File: src/hdl/srcl_pkg.sv
// Shared types and constants for the shift register config loader.
// No dependencies; every other file in hdl/ imports this package.
`default_nettype none

package srcl_pkg;

	localparam int NUM_DELAY_REGS_DEF = 8;
	localparam int REG_BITS_DEF       = 8;

	// Depth of the job queue between front and back (power of two).
	localparam int QDEPTH = 2;

	// Command codes
	localparam logic [1:0] CMD_SET_DELAY = 2'd0;
	localparam logic [1:0] CMD_GET_DELAY = 2'd1;
	localparam logic [1:0] CMD_SET_MUX   = 2'd2;
	localparam logic [1:0] CMD_GET_MUX   = 2'd3;

	// Job kinds handed from front to back
	localparam logic [1:0] JOB_SINGLE = 2'd0;
	localparam logic [1:0] JOB_DELAY  = 2'd1;
	localparam logic [1:0] JOB_MUX    = 2'd2;

	localparam logic [1:0] MUX_FIELD_MASK = 2'h3;
	localparam logic [7:0] STROBE_IDLE    = 8'hff;

	typedef struct packed {
		logic [1:0] command;
		logic [2:0] target_index;
		logic [7:0] write_value;
	} req_t;

	typedef struct packed {
		logic       shift_data_pin;
		logic       delay_clock_pin;
		logic       mux_clock_pin;
		logic [7:0] strobe_pins;
		logic [7:0] read_value;
		logic       last_update;
	} rsp_t;

	typedef struct packed {
		logic [1:0] kind;
		logic [7:0] value;
		logic [2:0] target;
		logic [7:0] read_value;
	} job_t;

	typedef struct packed {
		logic       data;
		logic       dclk;
		logic       mclk;
		logic [7:0] stb;
	} pins_t;

	localparam pins_t PINS_RESET = '{data: 1'b0, dclk: 1'b1, mclk: 1'b1, stb: STROBE_IDLE};

endpackage

`default_nettype wire

File: src/hdl/srcl_front.sv
// Front end: holds the delay and mux shadows, classifies each command
// and turns it into a job for the back end. Depends on srcl_pkg.
`default_nettype none

module srcl_front import srcl_pkg::*; #(
	parameter int NUM_DELAY_REGS = NUM_DELAY_REGS_DEF
) (
	input  wire logic clk,
	input  wire logic arst_n,
	input  wire logic accept,
	input  wire req_t req,
	output job_t      job
);

	localparam int DLY_IDX_W = (NUM_DELAY_REGS > 1) ? $clog2(NUM_DELAY_REGS) : 1;

	logic [7:0] delay_q [NUM_DELAY_REGS];
	logic [7:0] mux_q;

	logic                 dly_ok;
	logic                 mux_ok;
	logic [DLY_IDX_W-1:0] dly_idx;
	logic [2:0]           base;
	logic [7:0]           mux_next;
	logic [7:0]           dly_rd;

	always_comb begin
		dly_ok   = {1'b0, req.target_index} < 4'(NUM_DELAY_REGS);
		mux_ok   = ~req.target_index[2];
		dly_idx  = DLY_IDX_W'(req.target_index);
		base     = {req.target_index[1:0], 1'b0};
		mux_next = (mux_q & ~(8'(MUX_FIELD_MASK) << base)) |
			(8'(req.write_value[1:0] & MUX_FIELD_MASK) << base);
		dly_rd   = dly_ok ? delay_q[dly_idx] : 8'd0;
	end

	always_comb begin
		job = '{kind: JOB_SINGLE, value: 8'd0, target: req.target_index, read_value: 8'd0};
		case (req.command)
			CMD_SET_DELAY: begin
				if (dly_ok) begin
					job.kind  = JOB_DELAY;
					job.value = req.write_value;
				end
			end
			CMD_GET_DELAY: begin
				job.read_value = dly_rd;
			end
			CMD_SET_MUX: begin
				if (mux_ok) begin
					job.kind  = JOB_MUX;
					job.value = mux_next;
				end
			end
			CMD_GET_MUX: begin
				if (mux_ok)
					job.read_value = 8'((mux_q >> base) & 8'(MUX_FIELD_MASK));
			end
			default: begin
				job.kind = JOB_SINGLE;
			end
		endcase
	end

	// Shadows update at accept so later reads see them in command order.
	always_ff @(posedge clk or negedge arst_n) begin
		if (!arst_n) begin
			mux_q <= 8'd0;
			for (int i = 0; i < NUM_DELAY_REGS; i++)
				delay_q[i] <= 8'd0;
		end else if (accept) begin
			if (req.command == CMD_SET_DELAY && dly_ok)
				delay_q[dly_idx] <= req.write_value;
			if (req.command == CMD_SET_MUX && mux_ok)
				mux_q <= mux_next;
		end
	end

endmodule

`default_nettype wire

File: src/hdl/srcl_queue.sv
// Short job queue between front and back end, register based.
// Depends on srcl_pkg for job_t and QDEPTH.
`default_nettype none

module srcl_queue import srcl_pkg::*; (
	input  wire logic clk,
	input  wire logic arst_n,
	input  wire logic push,
	input  wire job_t push_job,
	output logic      full,
	input  wire logic pop,
	output job_t      head,
	output logic      empty
);

	localparam int PTR_W = (QDEPTH > 1) ? $clog2(QDEPTH) : 1;
	localparam int CNT_W = $clog2(QDEPTH + 1);

	job_t             entry_q [QDEPTH];
	logic [PTR_W-1:0] wr_q;
	logic [PTR_W-1:0] rd_q;
	logic [CNT_W-1:0] cnt_q;

	assign full  = (cnt_q == CNT_W'(QDEPTH));
	assign empty = (cnt_q == '0);
	assign head  = entry_q[rd_q];

	always_ff @(posedge clk) begin
		if (push)
			entry_q[wr_q] <= push_job;
	end

	always_ff @(posedge clk or negedge arst_n) begin
		if (!arst_n) begin
			wr_q  <= '0;
			rd_q  <= '0;
			cnt_q <= '0;
		end else begin
			if (push)
				wr_q <= wr_q + 1'b1;
			if (pop)
				rd_q <= rd_q + 1'b1;
			case ({push, pop})
				2'b10:   cnt_q <= cnt_q + 1'b1;
				2'b01:   cnt_q <= cnt_q - 1'b1;
				default: cnt_q <= cnt_q;
			endcase
		end
	end

endmodule

`default_nettype wire

File: src/hdl/srcl_back.sv
// Back end: pin sequencer that plays one job at a time, one pin update per
// cycle while in a job, and registers each result word. Depends on srcl_pkg.
`default_nettype none

module srcl_back import srcl_pkg::*; #(
	parameter int REG_BITS = REG_BITS_DEF
) (
	input  wire logic clk,
	input  wire logic arst_n,
	input  wire logic empty,
	input  wire job_t head,
	output logic      pop,
	output rsp_t      rsp,
	output logic      rsp_strobe
);

	localparam int BIT_W = (REG_BITS > 1) ? $clog2(REG_BITS) : 1;

	localparam logic [2:0] S_IDLE   = 3'd0;
	localparam logic [2:0] S_SINGLE = 3'd1;
	localparam logic [2:0] S_DATA   = 3'd2;
	localparam logic [2:0] S_CLKLO  = 3'd3;
	localparam logic [2:0] S_CLKHI  = 3'd4;
	localparam logic [2:0] S_STBLO  = 3'd5;
	localparam logic [2:0] S_STBHI  = 3'd6;

	logic [2:0]       state_q, state_n;
	logic [BIT_W-1:0] bit_q, bit_n;
	job_t             job_q, job_n;
	pins_t            pin_q, pin_n;
	rsp_t             rsp_q;
	logic             strobe_q;

	logic                emit;
	logic                last;
	logic [7:0]          rd;
	logic [REG_BITS-1:0] ext_val;

	// Bits above the 8-bit value go out as zero.
	assign ext_val = REG_BITS'(job_q.value);

	always_comb begin
		state_n = state_q;
		bit_n   = bit_q;
		job_n   = job_q;
		pin_n   = pin_q;
		pop     = 1'b0;
		emit    = 1'b0;
		last    = 1'b0;
		rd      = 8'd0;
		case (state_q)
			S_IDLE: begin
				if (!empty) begin
					pop     = 1'b1;
					job_n   = head;
					bit_n   = BIT_W'(REG_BITS - 1);
					state_n = (head.kind == JOB_SINGLE) ? S_SINGLE : S_DATA;
				end
			end
			S_SINGLE: begin
				emit    = 1'b1;
				last    = 1'b1;
				rd      = job_q.read_value;
				state_n = S_IDLE;
			end
			S_DATA: begin
				emit       = 1'b1;
				pin_n.data = ext_val[bit_q];
				state_n    = S_CLKLO;
			end
			S_CLKLO: begin
				emit = 1'b1;
				if (job_q.kind == JOB_DELAY)
					pin_n.dclk = 1'b0;
				else
					pin_n.mclk = 1'b0;
				state_n = S_CLKHI;
			end
			S_CLKHI: begin
				emit = 1'b1;
				if (job_q.kind == JOB_DELAY)
					pin_n.dclk = 1'b1;
				else
					pin_n.mclk = 1'b1;
				if (bit_q == '0) begin
					if (job_q.kind == JOB_DELAY) begin
						state_n = S_STBLO;
					end else begin
						last    = 1'b1;
						state_n = S_IDLE;
					end
				end else begin
					bit_n   = bit_q - 1'b1;
					state_n = S_DATA;
				end
			end
			S_STBLO: begin
				emit                    = 1'b1;
				pin_n.stb[job_q.target] = 1'b0;
				state_n                 = S_STBHI;
			end
			S_STBHI: begin
				emit                    = 1'b1;
				last                    = 1'b1;
				pin_n.stb[job_q.target] = 1'b1;
				state_n                 = S_IDLE;
			end
			default: begin
				state_n = S_IDLE;
			end
		endcase
	end

	always_ff @(posedge clk or negedge arst_n) begin
		if (!arst_n) begin
			state_q  <= S_IDLE;
			bit_q    <= '0;
			pin_q    <= PINS_RESET;
			strobe_q <= 1'b0;
		end else begin
			state_q  <= state_n;
			bit_q    <= bit_n;
			pin_q    <= pin_n;
			strobe_q <= emit;
		end
	end

	always_ff @(posedge clk) begin
		job_q <= job_n;
		rsp_q <= '{shift_data_pin: pin_n.data, delay_clock_pin: pin_n.dclk,
			mux_clock_pin: pin_n.mclk, strobe_pins: pin_n.stb,
			read_value: rd, last_update: last};
	end

	assign rsp        = rsp_q;
	assign rsp_strobe = strobe_q;

endmodule

`default_nettype wire

File: src/hdl/shift_register_config_loader.sv
// Top level of the shift register config loader: front end, job queue
// and pin sequencer. Depends on srcl_pkg, srcl_front, srcl_queue, srcl_back.
//
// Commands enter on start while busy is low and land in a two-deep job
// queue, so busy only rises when two commands are still waiting. The pin
// sequencer plays one job at a time and puts out one result word per cycle
// on rsp while playing a job, marked by rsp_strobe; the receiver cannot
// stall it and must take every word in the cycle it appears. A delay write
// loads its job, shifts REG_BITS bits out MSB first and pulses its strobe;
// a mux write shifts on the mux clock without a strobe, and a read or an
// ignored write gives one word. The sequencer's one pin update per cycle
// sets the rate; last_update marks the final word of each command. Shadow
// writes take effect at accept, so reads always see earlier writes.
`default_nettype none

module shift_register_config_loader import srcl_pkg::*; #(
	parameter int NUM_DELAY_REGS = NUM_DELAY_REGS_DEF,
	parameter int REG_BITS       = REG_BITS_DEF
) (
	input  wire logic clk,
	input  wire logic arst_n,
	input  wire logic start,
	output logic      busy,
	input  wire req_t req,
	output rsp_t      rsp,
	output logic      rsp_strobe
);

	logic accept;
	job_t front_job;
	job_t head;
	logic full;
	logic empty;
	logic pop;

	assign accept = start & ~full;
	assign busy   = full;

	srcl_front #(.NUM_DELAY_REGS(NUM_DELAY_REGS)) u_front (
		.clk    (clk),
		.arst_n (arst_n),
		.accept (accept),
		.req    (req),
		.job    (front_job)
	);

	srcl_queue u_queue (
		.clk      (clk),
		.arst_n   (arst_n),
		.push     (accept),
		.push_job (front_job),
		.full     (full),
		.pop      (pop),
		.head     (head),
		.empty    (empty)
	);

	srcl_back #(.REG_BITS(REG_BITS)) u_back (
		.clk        (clk),
		.arst_n     (arst_n),
		.empty      (empty),
		.head       (head),
		.pop        (pop),
		.rsp        (rsp),
		.rsp_strobe (rsp_strobe)
	);

	// At most one strobe low at a time.
	a_one_strobe: assert property (@(posedge clk) disable iff (!arst_n)
		rsp_strobe |-> $countones(~rsp.strobe_pins) <= 1)
		else $error("more than one latch strobe low");

	// Never clock both chains at once.
	a_one_clock: assert property (@(posedge clk) disable iff (!arst_n)
		rsp_strobe |-> (rsp.delay_clock_pin || rsp.mux_clock_pin))
		else $error("both shift clocks low");

	// A strobe pulse only happens with both clocks parked high.
	a_strobe_clk: assert property (@(posedge clk) disable iff (!arst_n)
		(rsp_strobe && rsp.strobe_pins != STROBE_IDLE) |->
		(rsp.delay_clock_pin && rsp.mux_clock_pin))
		else $error("strobe low while a shift clock is low");

	// Read data only appears on a single-word reply.
	a_read_last: assert property (@(posedge clk) disable iff (!arst_n)
		(rsp_strobe && rsp.read_value != 8'd0) |-> rsp.last_update)
		else $error("read value on a word that is not last");

endmodule

`default_nettype wire

File: config.mk
export PLATFORM = sky130hd
export DESIGN_NAME = shift_register_config_loader
export DESIGN_NICKNAME = d
export VERILOG_FILES = /design/src/hdl/srcl_pkg.sv /design/src/hdl/srcl_front.sv /design/src/hdl/srcl_queue.sv /design/src/hdl/srcl_back.sv /design/src/hdl/shift_register_config_loader.sv
export SDC_FILE = /design/constraint.sdc
export NUM_CORES = 1
export LEC_CHECK = 0
export BUFFER_PORTS_ARGS = -buffer_cell sky130_fd_sc_hd__buf_4
export CAP_MARGIN = 40
export CORE_UTILIZATION = 63
export CTS_BUF_LIST = sky130_fd_sc_hd__clkbuf_8
export DETAILED_ROUTE_END_ITERATION = 8
export GPL_TIMING_DRIVEN = 0
export PLACE_DENSITY = 0.89
export RECOVER_POWER = 50
export SLEW_MARGIN = 20
export SYNTH_ARGS = -nofsm -noshare
export SYNTH_HDL_FRONTEND = slang
export SYNTH_SLANG_ARGS = --single-unit
File: constraint.sdc
create_clock -name clk -period 4.4 [get_ports clk]
set_clock_uncertainty 0.2 [all_clocks]
set_input_delay 0 -clock clk [delete_from_list [all_inputs] [get_ports clk]]
set_output_delay 0 -clock clk [all_outputs]
set_load 0.02 [all_outputs]
==> results.toml, run 1 <==
[run_status]
status = "complete, but fails checks"
violations = "capacitance limit, slew limit"

[global_routing]
grt_pass1_wl_mm = 22.53
overflow = 0
grt_pass1_vias = 4457
grt_max_degree = 57
grt_antenna_before_repair = 0
track_usage_pct = 25.64

[timing]
fmaxAchievable_mhz = 348.5
fin_crit_sh_pct = 65.21
finalSetupViolCount = 0
report.final.slew_viol_count = 29
finalHoldViolations = 0
setup_slack_ns = 1.531
worstMarginPinSlew_ns = 1.587
rsz0062_at_grt = "false"
period_needed_ns = 2.869
slew_headroom_pct = -5.830

[synthesis]
async_reset_ff_share_pct = 53.11
synth_area_leaders = "dfrtp_1 (28%), edfxtp_1 (26%), mux2_2 (14%)"
synth-edff-count = 63
synth_top_area_share_pct = 28.40
synth.cell_area_um2 = 7402
synth_top_cell_by_area = "dfrtp_1"
synthFlopType = "dfrtp_1"
synth_nets = 522
synth_seq_cells = 177
yosys_warnings = 0
seq_area_frac_synth_pct = 62.91
avgSynthCellArea_um2 = 14.72
syn_inst = 503
ys_types = 45

[worst_hold_path]
hp-class = "input pin to register"

[detailed_routing]
drc = 0
wl_per_cell_um = 19.04
wl_mm = 14.07
ant_nets = 0
drtPass1Iterations = 4
drt-initial-drc-count = 332
vias_per_cell = 5.907
num_vias = 4365

[final_layout]
synthToLayoutAreaGrowth_pct = 13.57
final_cell_area_um2 = 8407
antennaDiodeCount = 0
nNetsFinal = 602
drive_above_1_share_pct = 30.37

[placement]
pre_cts_slack_ns = 2.043
post-dp-hpwl_mm = 9.221
place_area_um2 = 7933
port-buffer-count = 36
place.gp.congestion = 0.9052

[worst_setup_path]
slowest_delay_ns = 1.22
start_kind = "input pin"
critical-path-top-delay-family = "buffers and inverters"
crit_required_ns = 4.48
end_kind = "async pin"
critical_path_class = "input pin to async pin"
worstPathArrival_ns = 2.95
crit_buf_inv = 4
reg2reg_slack_ns = 1.68
slowest_stage = "clkbuf_1"
crit_chain = "dlygate4sd3_1 -> dlygate4sd3_1 -> clkbuf_1 -> clkbuf_1"
worstPathMaxFanout = 28

[floorplan]
fp.dieArea_um2 = 12190
chipWidth_um = 110.4
chipHeight_um = 110.4
coreArea_um2 = 11420
start_util_pct = 64.83
io_pins = 38
rows = 39

[pwr]
power.total_w = 0.004856
ir_drop_v = 0.0004335
pwr_density_cell_nw_per_um2 = 577.7
p_leak_nw = 3.408

[clock_network]
clock-sinks = 177
root_buffer = "clkbuf_8"
clkSlewWorstSetupHoldPaths_ns = 0.08
cts_tree = "built"
insertion_delay_ns = 0.45
clockBufferDepth = 2
cts_buffers = 17
cts.htree.levels = 4

[run]
drv_cap = 1
through the flow:
step	instances	setup TNS (ns)	util, %	hold WS, ns
final	739	0	73.62	0.1832
after global routing	739	0	73.62	0.1710
after CTS	739	0	74.80	0.09979
after detailed placement	688	0	69.47	-0.1808
after global placement	682	-0.8602	68.76	-0.005476
after floorplan	503	0	-	-0.4956
power by group:
part / internal [W] / switching, W / total (W)
clock: 0.000574 / 0.000555 / 0.00113
sequential: 0.00225 / 0.000208 / 0.00246
combinational: 0.000573 / 0.000698 / 0.00127
Yosys cell counts (4+ instances only):
library cell,n
nand2b_1,7
nand3_1,9
inv_1,11
mux4_2,18
mux2i_1,17
and2_1,9
dfrtp_1,84
dfstp_2,10
clkbuf_1,16
nor2_1,26
nor2_2,6
edfxtp_1,63
a31oi_1,9
mux2_2,93
nand2_1,20
o31ai_1,4
o41ai_1,4
buf_2,5
a21oi_1,13
dfxtp_1,20
o21ai_0,21
kinds of logic after synthesis:
group                    synth area share [%]
adder cells (fa/ha/maj)                0.5072
buffers and inverters                   1.910
multiplexers                            21.92
flip-flops                              62.91
AND/OR/NAND/NOR                         6.812
AO/OA/AOI/OAI                           5.341
XOR/XNOR                               0.5917
final cells by class:
cell class              instances  area, um^2
flip-flops and latches        177        4657
fillers                       707        3012
multi-input cells             292        2599
repair buffers                 61       424.2
clock buffers                  18       247.7
well taps                     143       178.9
clock inverters                14       160.2
plain buffers                  23       98.84
inverters                      11       41.29
metal layers:
metal / share of wire [%] / vias up / global-route usage (%)
met4: 2.3 / 0 / 10.71
met3: 4.5 / 22 / 6.643
met2: 51 / 120 / 42.24
li1: - / 2025 / -
met1: 42 / 2198 / 32.40
met5: 0 / - / 0
cell usage in the layout, fill, tap and decap left out, types with 5 or more instances in the layout:
| master | count |
|---|---|
| mux2_2 | 93 |
| clkbuf_8 | 18 |
| nand3_1 | 9 |
| o21ai_0 | 21 |
| buf_4 | 9 |
| nand2b_1 | 7 |
| dlygate4sd3_1 | 18 |
| inv_1 | 11 |
| edfxtp_1 | 63 |
| mux2i_1 | 17 |
| nor2_1 | 26 |
| buf_2 | 6 |
| dfstp_2 | 10 |
| dfrtp_1 | 84 |
| mux4_2 | 18 |
| nor2_2 | 7 |
| clkbuf_1 | 46 |
| dfxtp_1 | 20 |
| a31oi_1 | 9 |
| a21oi_1 | 13 |
| and2_0 | 5 |
| nand2_1 | 20 |
registers in the layout, summed over array words and instances, names as in the netlist, 2 cells and up:
register	count
u_front.delay_q	64
u_queue.entry_q	42
u_back.rsp	20
u_back.job_q	13
u_back.pin_q	11
u_back.ext_val	8
u_front.mux_q	8
u_back.bit_q	3
u_back.state_q	3
u_queue.cnt_q	2
worst register-to-register path, cell delays in order (launching register included):
cell and delay (ns):
dfrtp_1 0.42, or2b_1 0.38, nand4b_4 0.18, nor2_2 0.48
mux2_2 0.39, dlygate4sd3_1 0.56
repair_timing:
item                      CTS  global route
buffers inserted            0             0
hold buffers               19             0
hold endpoints to repair  212             0
resized for setup           0             0
path summary, 6_finish.rpt:
path | startpoint | to | cells after the start
max in group clk | req[11] | u_front.delay_q[41]$_DFFE_PN0P_ | 7
setup / recovery | arst_n | u_front.delay_q[33]$_DFFE_PN0P_ | 4
hold reg to reg | u_back.job_q[7]$_DFFE_PP_ | u_back.rsp[8]$_SDFF_PN0_ | 1
hold / removal | req[8] | u_queue.entry_q[1][8]$_DFFE_PP_ | 2
min in group asynchronous | arst_n | u_back.pin_q[8]$_DFF_PN1_ | 3
setup reg to reg | u_queue.cnt_q[1]$_DFFE_PN0P_ | u_front.delay_q[41]$_DFFE_PN0P_ | 5
No activity file was read; power rests on OpenSTA's default activity.
==> run 2: changes to the inputs <==
==> constraint.sdc (replaced) <==
create_clock -name clk -period 2.9 [get_ports clk]
set_clock_uncertainty 0.2 [all_clocks]
set_input_delay 0 -clock clk [delete_from_list [all_inputs] [get_ports clk]]
set_output_delay 0 -clock clk [all_outputs]
set_load 0.02 [all_outputs]
==> run 2 against run 1 <==
  * The flow now finishes without violations
  * Critical path type is now register to register
  * Highest routed layer unchanged
  * Critical path depth rose by 2
  * Critical endpoint is now u_queue.cnt_q[1]$_DFFE_PN0P_
  * Count of clock-buffer cells in the layout stayed put
  * Design area decreased by 0.31%
  * Largest cell class unchanged
==> results.toml, run 2 (synthesis gave the netlist of run 1 again) <==
[global_routing]
grt_pass1_wl_mm = 23.63
grt_pass1_vias = 4544
gr-usage-met2_pct = 45.08
track_usage_pct = 26.98
grt_antenna_before_repair = 0
overflow = 0
use_met1_pct = 33.58
grtUsageMet3_pct = 7.407
grt_max_degree = 57
top_usage_layer = "met2"

[run_status]
status = "complete, no violations"

[clock_network]
cts_resized = 0
cts_tree = "built"
cts_buffers = 17
postCtsSetupBuffers = 0
clockBufferDepth = 2
insertion_delay_ns = 0.46
cts.htree.levels = 4
cts-hold-fix-buffers = 18
root_buffer = "clkbuf_8"
clock-sinks = 177
clkSlewWorstSetupHoldPaths_ns = 0.09

[detailed_routing]
wl_per_cell_um = 20.08
drt-initial-drc-count = 452
ant_nets = 0
num_vias = 4517
drtPass1Iterations = 6
drc = 0
vias_per_cell = 6.137
wl_mm = 14.78

[placement]
post-dp-hpwl_mm = 9.579
place.gp.congestion = 0.9614
port-buffer-count = 36

[worst_setup_path]
rr_endpoint = "u_queue.cnt_q[1]$_DFFE_PN0P_"
crit_required_ns = 3.09
critical_path_class = "register to register"
start_kind = "register"
end_kind = "register"
r2r_cells = 6
worstPathMaxFanout = 12
reg2reg_slack_ns = 0.36
r2r_start = "u_back.state_q[2]$_DFFE_PN0P_"
worstPathArrival_ns = 2.73

[timing]
slew_headroom_pct = 43.27
report.final.slew_viol_count = 0
fin_crit_sh_pct = 87.63
finalHoldViolations = 0
finalSetupTns_ns = 0
finalSetupViolCount = 0
fmaxAchievable_mhz = 393.5
rsz0062_at_grt = "false"
worstMarginPinSlew_ns = 0.8446
whs_ns = 0.1834
period_needed_ns = 2.541

[final_layout]
layout_common_cells = "mux2_2 (93), dfrtp_1 (84), edfxtp_1 (63)"
synthToLayoutAreaGrowth_pct = 13.22
final_common_cell = "mux2_2"
drive_above_1_share_pct = 30.02
top_register = "u_front.delay_q"
largest_reg_flops = 64
antennaDiodeCount = 0
nNetsFinal = 599
n_fill_cell = 723
multi_input_area_um2 = 2614
seq_area_um2 = 4657

[floorplan]
start_util_pct = 64.83
fp.dieArea_um2 = 12190
chipWidth_um = 110.4
chipHeight_um = 110.4
io_pins = 38
coreArea_um2 = 11420
rows = 39

[worst_hold_path]
hp-class = "input pin to register"
hp-start = "req[8]"
hold_depth = 2
min_to = "u_queue.entry_q[1][8]$_DFFE_PP_"

[pwr]
ir_drop_v = 0.0007873
p_leak_nw = 3.404
pwr_density_cell_nw_per_um2 = 873.3
power.total_w = 0.007319

[run]
drv_cap = 0
==> run 2: cell types whose count changed in the layout (fill, tap and decap cells not counted), moves of 2 or more <==
| cell | change |
|---|---|
| inv_1 | +4 |
| buf_2 | -3 |
| clkinvlp_2 | -2 |
| clkinv_4 | +3 |
| inv_6 | -4 |
==> run 2: cell type report <==
type | instances | share of cell area, %
Clock inverter | 14 | 1.523
Tap cell | 143 | 2.135
Multi-Input combinational cell | 292 | 31.19
Buffer | 23 | 1.165
Sequential cell | 177 | 55.57
Inverter | 11 | 0.4927
Timing Repair Buffer | 58 | 4.972
Clock buffer | 18 | 2.956
==> run 2: report_power, final <==
part / switching, W / internal, W
combinational: 0.00108 / 0.000880
sequential: 0.000336 / 0.00341
clock: 0.000834 / 0.000771
total: 0.00225 / 0.00506
==> run 2: worst max path at each step <==
stage / start / end / slack, ns / depth (start not counted)
CTS: u_back.state_q[2]$_DFFE_PN0P_ / u_queue.cnt_q[1]$_DFFE_PN0P_ / 0.38 / 7
global route: u_back.state_q[2]$_DFFE_PN0P_ / u_queue.cnt_q[1]$_DFFE_PN0P_ / 0.17 / 6
detailed placement: u_back.state_q[2]$_DFFE_PN0P_ / u_queue.cnt_q[1]$_DFFE_PN0P_ / 0.41 / 7
floorplan: u_back.state_q[2]$_DFFE_PN0P_ / u_queue.cnt_q[1]$_DFFE_PN0P_ / 0.45 / 5
global placement: u_queue.cnt_q[1]$_DFFE_PN0P_ / u_queue.entry_q[0][4]$_DFFE_PP_ / 0.08 / 3
finish: u_back.state_q[2]$_DFFE_PN0P_ / u_queue.cnt_q[1]$_DFFE_PN0P_ / 0.36 / 6
==> run 2: routing by layer <==
| metal | share of wire [%] | up-vias |
|---|---|---|
| met2 | 51 | 188 |
| met5 | 0 | - |
| met3 | 6.4 | 32 |
| met1 | 40 | 2283 |
| met4 | 2.7 | 0 |
| li1 | - | 2014 |
==> run 2: metrics by stage <==
step	std cells	util, %	area (um^2)	worst slack, ns
detailed placement	686	69.55	7941	0.4064
CTS	736	74.50	8507	0.3783
floorplan	503	-	7417	0.4503
global placement	682	68.89	7866	0.08190
global route	736	73.39	8381	0.1735
finish	736	73.39	8381	0.3588
==> run 2: worst max-delay path, stage by stage, from the launching register on <==
cell      delay (ns)
dfrtp_1         0.41
clkbuf_1        0.25
nor4_4          0.82
buf_8           0.24
ha_1            0.27
nor2_1          0.14
xor2_1          0.14
==> run 3: changes to the inputs <==
--- a/config.mk
+++ b/config.mk
@@ -9,6 +9,7 @@
 export CAP_MARGIN = 40
 export CORE_UTILIZATION = 63
 export CTS_BUF_LIST = sky130_fd_sc_hd__clkbuf_8
+export CTS_CLUSTER_DIAMETER = 150
 export DETAILED_ROUTE_END_ITERATION = 8
 export GPL_TIMING_DRIVEN = 0
 export PLACE_DENSITY = 0.89
==> constraint.sdc (replaced) <==
create_clock -name clk -period 2.9 [get_ports clk]
set_clock_uncertainty 0.2 [all_clocks]
set_input_delay 0.29 -clock clk [delete_from_list [all_inputs] [get_ports clk]]
set_output_delay 0.29 -clock clk [all_outputs]
set_load 0.02 [all_outputs]
==> run 3 against run 2 <==
  * Combinational power barely moved
  * Sequential power is essentially flat
  * Non-clock buffer count down 4
  * Critical endpoint is now u_queue.entry_q[0][6]$_DFFE_PP_
  * Sequential cell count stayed put
  * Design area is 0.33% lower
  * Via count fell by 0.73%
  * Largest power group unchanged
  * First-iteration DRC count down 13%
  * Worst setup slack worse by 0.19 ns
==> results.toml, run 3 (synthesis gave the netlist of run 1 again) <==
[detailed_routing]
route.top_layer_used = "met4"
wl_met2_mm = 7.478
vias_per_cell = 6.126
drt-initial-drc-count = 392
drt-met1-wl_mm = 5.844
wl_per_cell_um = 19.99
wl_mm = 14.63
num_vias = 4484
drc = 0
wl_met3_um = 911
drtPass1Iterations = 5
ant_nets = 0

[worst_setup_path]
crit_start = "req[9]"
crit_chain = "dlygate4sd3_1 -> clkbuf_1 -> clkbuf_1 -> clkbuf_1 -> mux4_2 -> mux2i_1 -> nor2_1"
crit_buf_inv = 4
slowest_delay_ns = 0.53
slowest_stage = "clkbuf_1"
critical_path_class = "input pin to register"
critPathMostFrequentCell = "clkbuf_1"
worstPathArrival_ns = 2.73
end_kind = "register"
critical-path-top-delay-family = "buffers and inverters"
worstPathMaxFanout = 10
crit_required_ns = 2.90
r2r_start = "u_back.state_q[2]$_DFFE_PN0P_"
start_kind = "input pin"

[clock_network]
insertion_delay_ns = 0.46
cts_resized = 0
cts_tree = "built"
clkSlewWorstSetupHoldPaths_ns = 0.09
cts_buffers = 17
clockBufferDepth = 2
cts.htree.levels = 4
root_buffer = "clkbuf_8"
clock-sinks = 177

[pwr]
comb_power_share_pct = 26.9
power_frac_seq_pct = 51.2
p_leak_nw = 3.396
ir_drop_v = 0.0007844
pwr_density_cell_nw_per_um2 = 875.8
power.switching_w = 0.002250
swShare_pct = 30.76
power.internal_w = 0.005065
pwr-share-clk_pct = 21.9

[final_layout]
drive_above_1_share_pct = 30.39
layout_common_cells = "mux2_2 (92), dfrtp_1 (84), edfxtp_1 (63)"
n_fill_cell = 725
final_common_cell = "mux2_2"
largest_reg_flops = 64
seq_area_um2 = 4657
antennaDiodeCount = 0
synthToLayoutAreaGrowth_pct = 12.85
multi_input_area_um2 = 2619
top_register = "u_front.delay_q"
nNetsFinal = 595

[global_routing]
grt_antenna_before_repair = 0
grt_max_degree = 57
overflow = 0
grt_pass1_wl_mm = 23.38
track_usage_pct = 26.66
grt_pass1_vias = 4551

[timing]
finalSetupTns_ns = 0
fmaxAchievable_mhz = 366.3
finalSetupViolCount = 0
report.final.slew_viol_count = 0
whs_ns = 0.06136
fin_crit_sh_pct = 94.14
finalHoldViolations = 0
rsz0062_at_grt = "false"
slew_headroom_pct = 29.71
worstMarginPinSlew_ns = 1.054
period_needed_ns = 2.730

[floorplan]
start_util_pct = 64.83
io_pins = 38
rows = 39
chipHeight_um = 110.4
coreArea_um2 = 11420
chipWidth_um = 110.4
fp.dieArea_um2 = 12190

[placement]
place.gp.congestion = 0.9614
port-buffer-count = 36
post-dp-hpwl_mm = 9.579

[run]
drv_cap = 0

[run_status]
status = "complete, no violations"

[worst_hold_path]
hp-class = "input pin to register"
hp-start = "start"
-- run 3: cell types whose count changed in the layout (fill, tap and decap cells not counted), sizes merged --
cell | previous run | this run
dlygate4sd3 | 17 | 14
clkbuf | 64 | 61
buf | 18 | 20
-- run 3: area by class of cell --
type,instances,share of cell area (%)
Multi-Input combinational cell,292,31.35
Buffer,23,1.093
Clock buffer,18,2.966
Inverter,11,0.4943
Tap cell,143,2.142
Timing Repair Buffer,54,4.673
Clock inverter,14,1.528
Sequential cell,177,55.75
-- run 3: worst paths after layout --
| kind | slack, ns | end | cells after the start |
|---|---|---|---|
| max | 0.17 | u_queue.entry_q[0][6]$_DFFE_PP_ | 7 |
| min | 0.06 | u_queue.wr_q$_DFFE_PN0P_ | 3 |
| max reg2reg | 0.37 | u_queue.cnt_q[1]$_DFFE_PN0P_ | 6 |
| min reg2reg | 0.24 | u_back.rsp[6]$_SDFF_PN0_ | 1 |
| max in group asynchronous | 1.32 | u_front.delay_q[27]$_DFFE_PN0P_ | 3 |
| min in group asynchronous | 0.35 | u_back.rsp_strobe$_DFF_PN0_ | 2 |
-- run 3: worst reg2reg max path: cells and delay by family, from the launching register on --
kind,cells,cell delay (ns)
xor+xnor,1,0.14
buf+inv,2,0.49
fa+ha+maj,1,0.27
flops,1,0.40
simple gates,2,0.96
-- run 3: timing repair --
item / 4_1_cts / 5_1_grt
buffers inserted: 0 / 0
endpoints found under the hold margin: 100 / 0
endpoints found under the setup margin: 0 / 0
hold buffers: 14 / 0
-- run 3: power by group through the flow --
stage,Sequential (W),Clock [W],Combinational (W)
2_1_floorplan,0.00375,0,0.00136
3_3_place_gp,0.00372,0,0.00181
3_5_place_dp,0.00378,0,0.00197
4_1_cts,0.00374,0.00163,0.00201
5_1_grt,0.00382,0.00173,0.00215
6_report,0.00375,0.00160,0.00197
-- run 3: per-layer routing --
layer  global-route usage, %  up-vias
li1                        -     2004
met1                   32.82     2241
met2                   44.81      207
met3                   7.525       32
met4                   10.24        0
met5                       0        -
-- run 3: through the flow --
stage | setup WS [ns] | instance area (um^2) | std cells | util, % | power (W)
global placement | 0.08190 | 7866 | 682 | 68.89 | 0.005532
floorplan | 0.4503 | 7417 | 503 | - | 0.005106
CTS | 0.3783 | 8457 | 732 | 74.06 | 0.007371
finish | 0.1700 | 8353 | 732 | 73.15 | 0.007315
global route | 0.09529 | 8353 | 732 | 73.15 | 0.007702
detailed placement | 0.4064 | 7941 | 686 | 69.55 | 0.005749
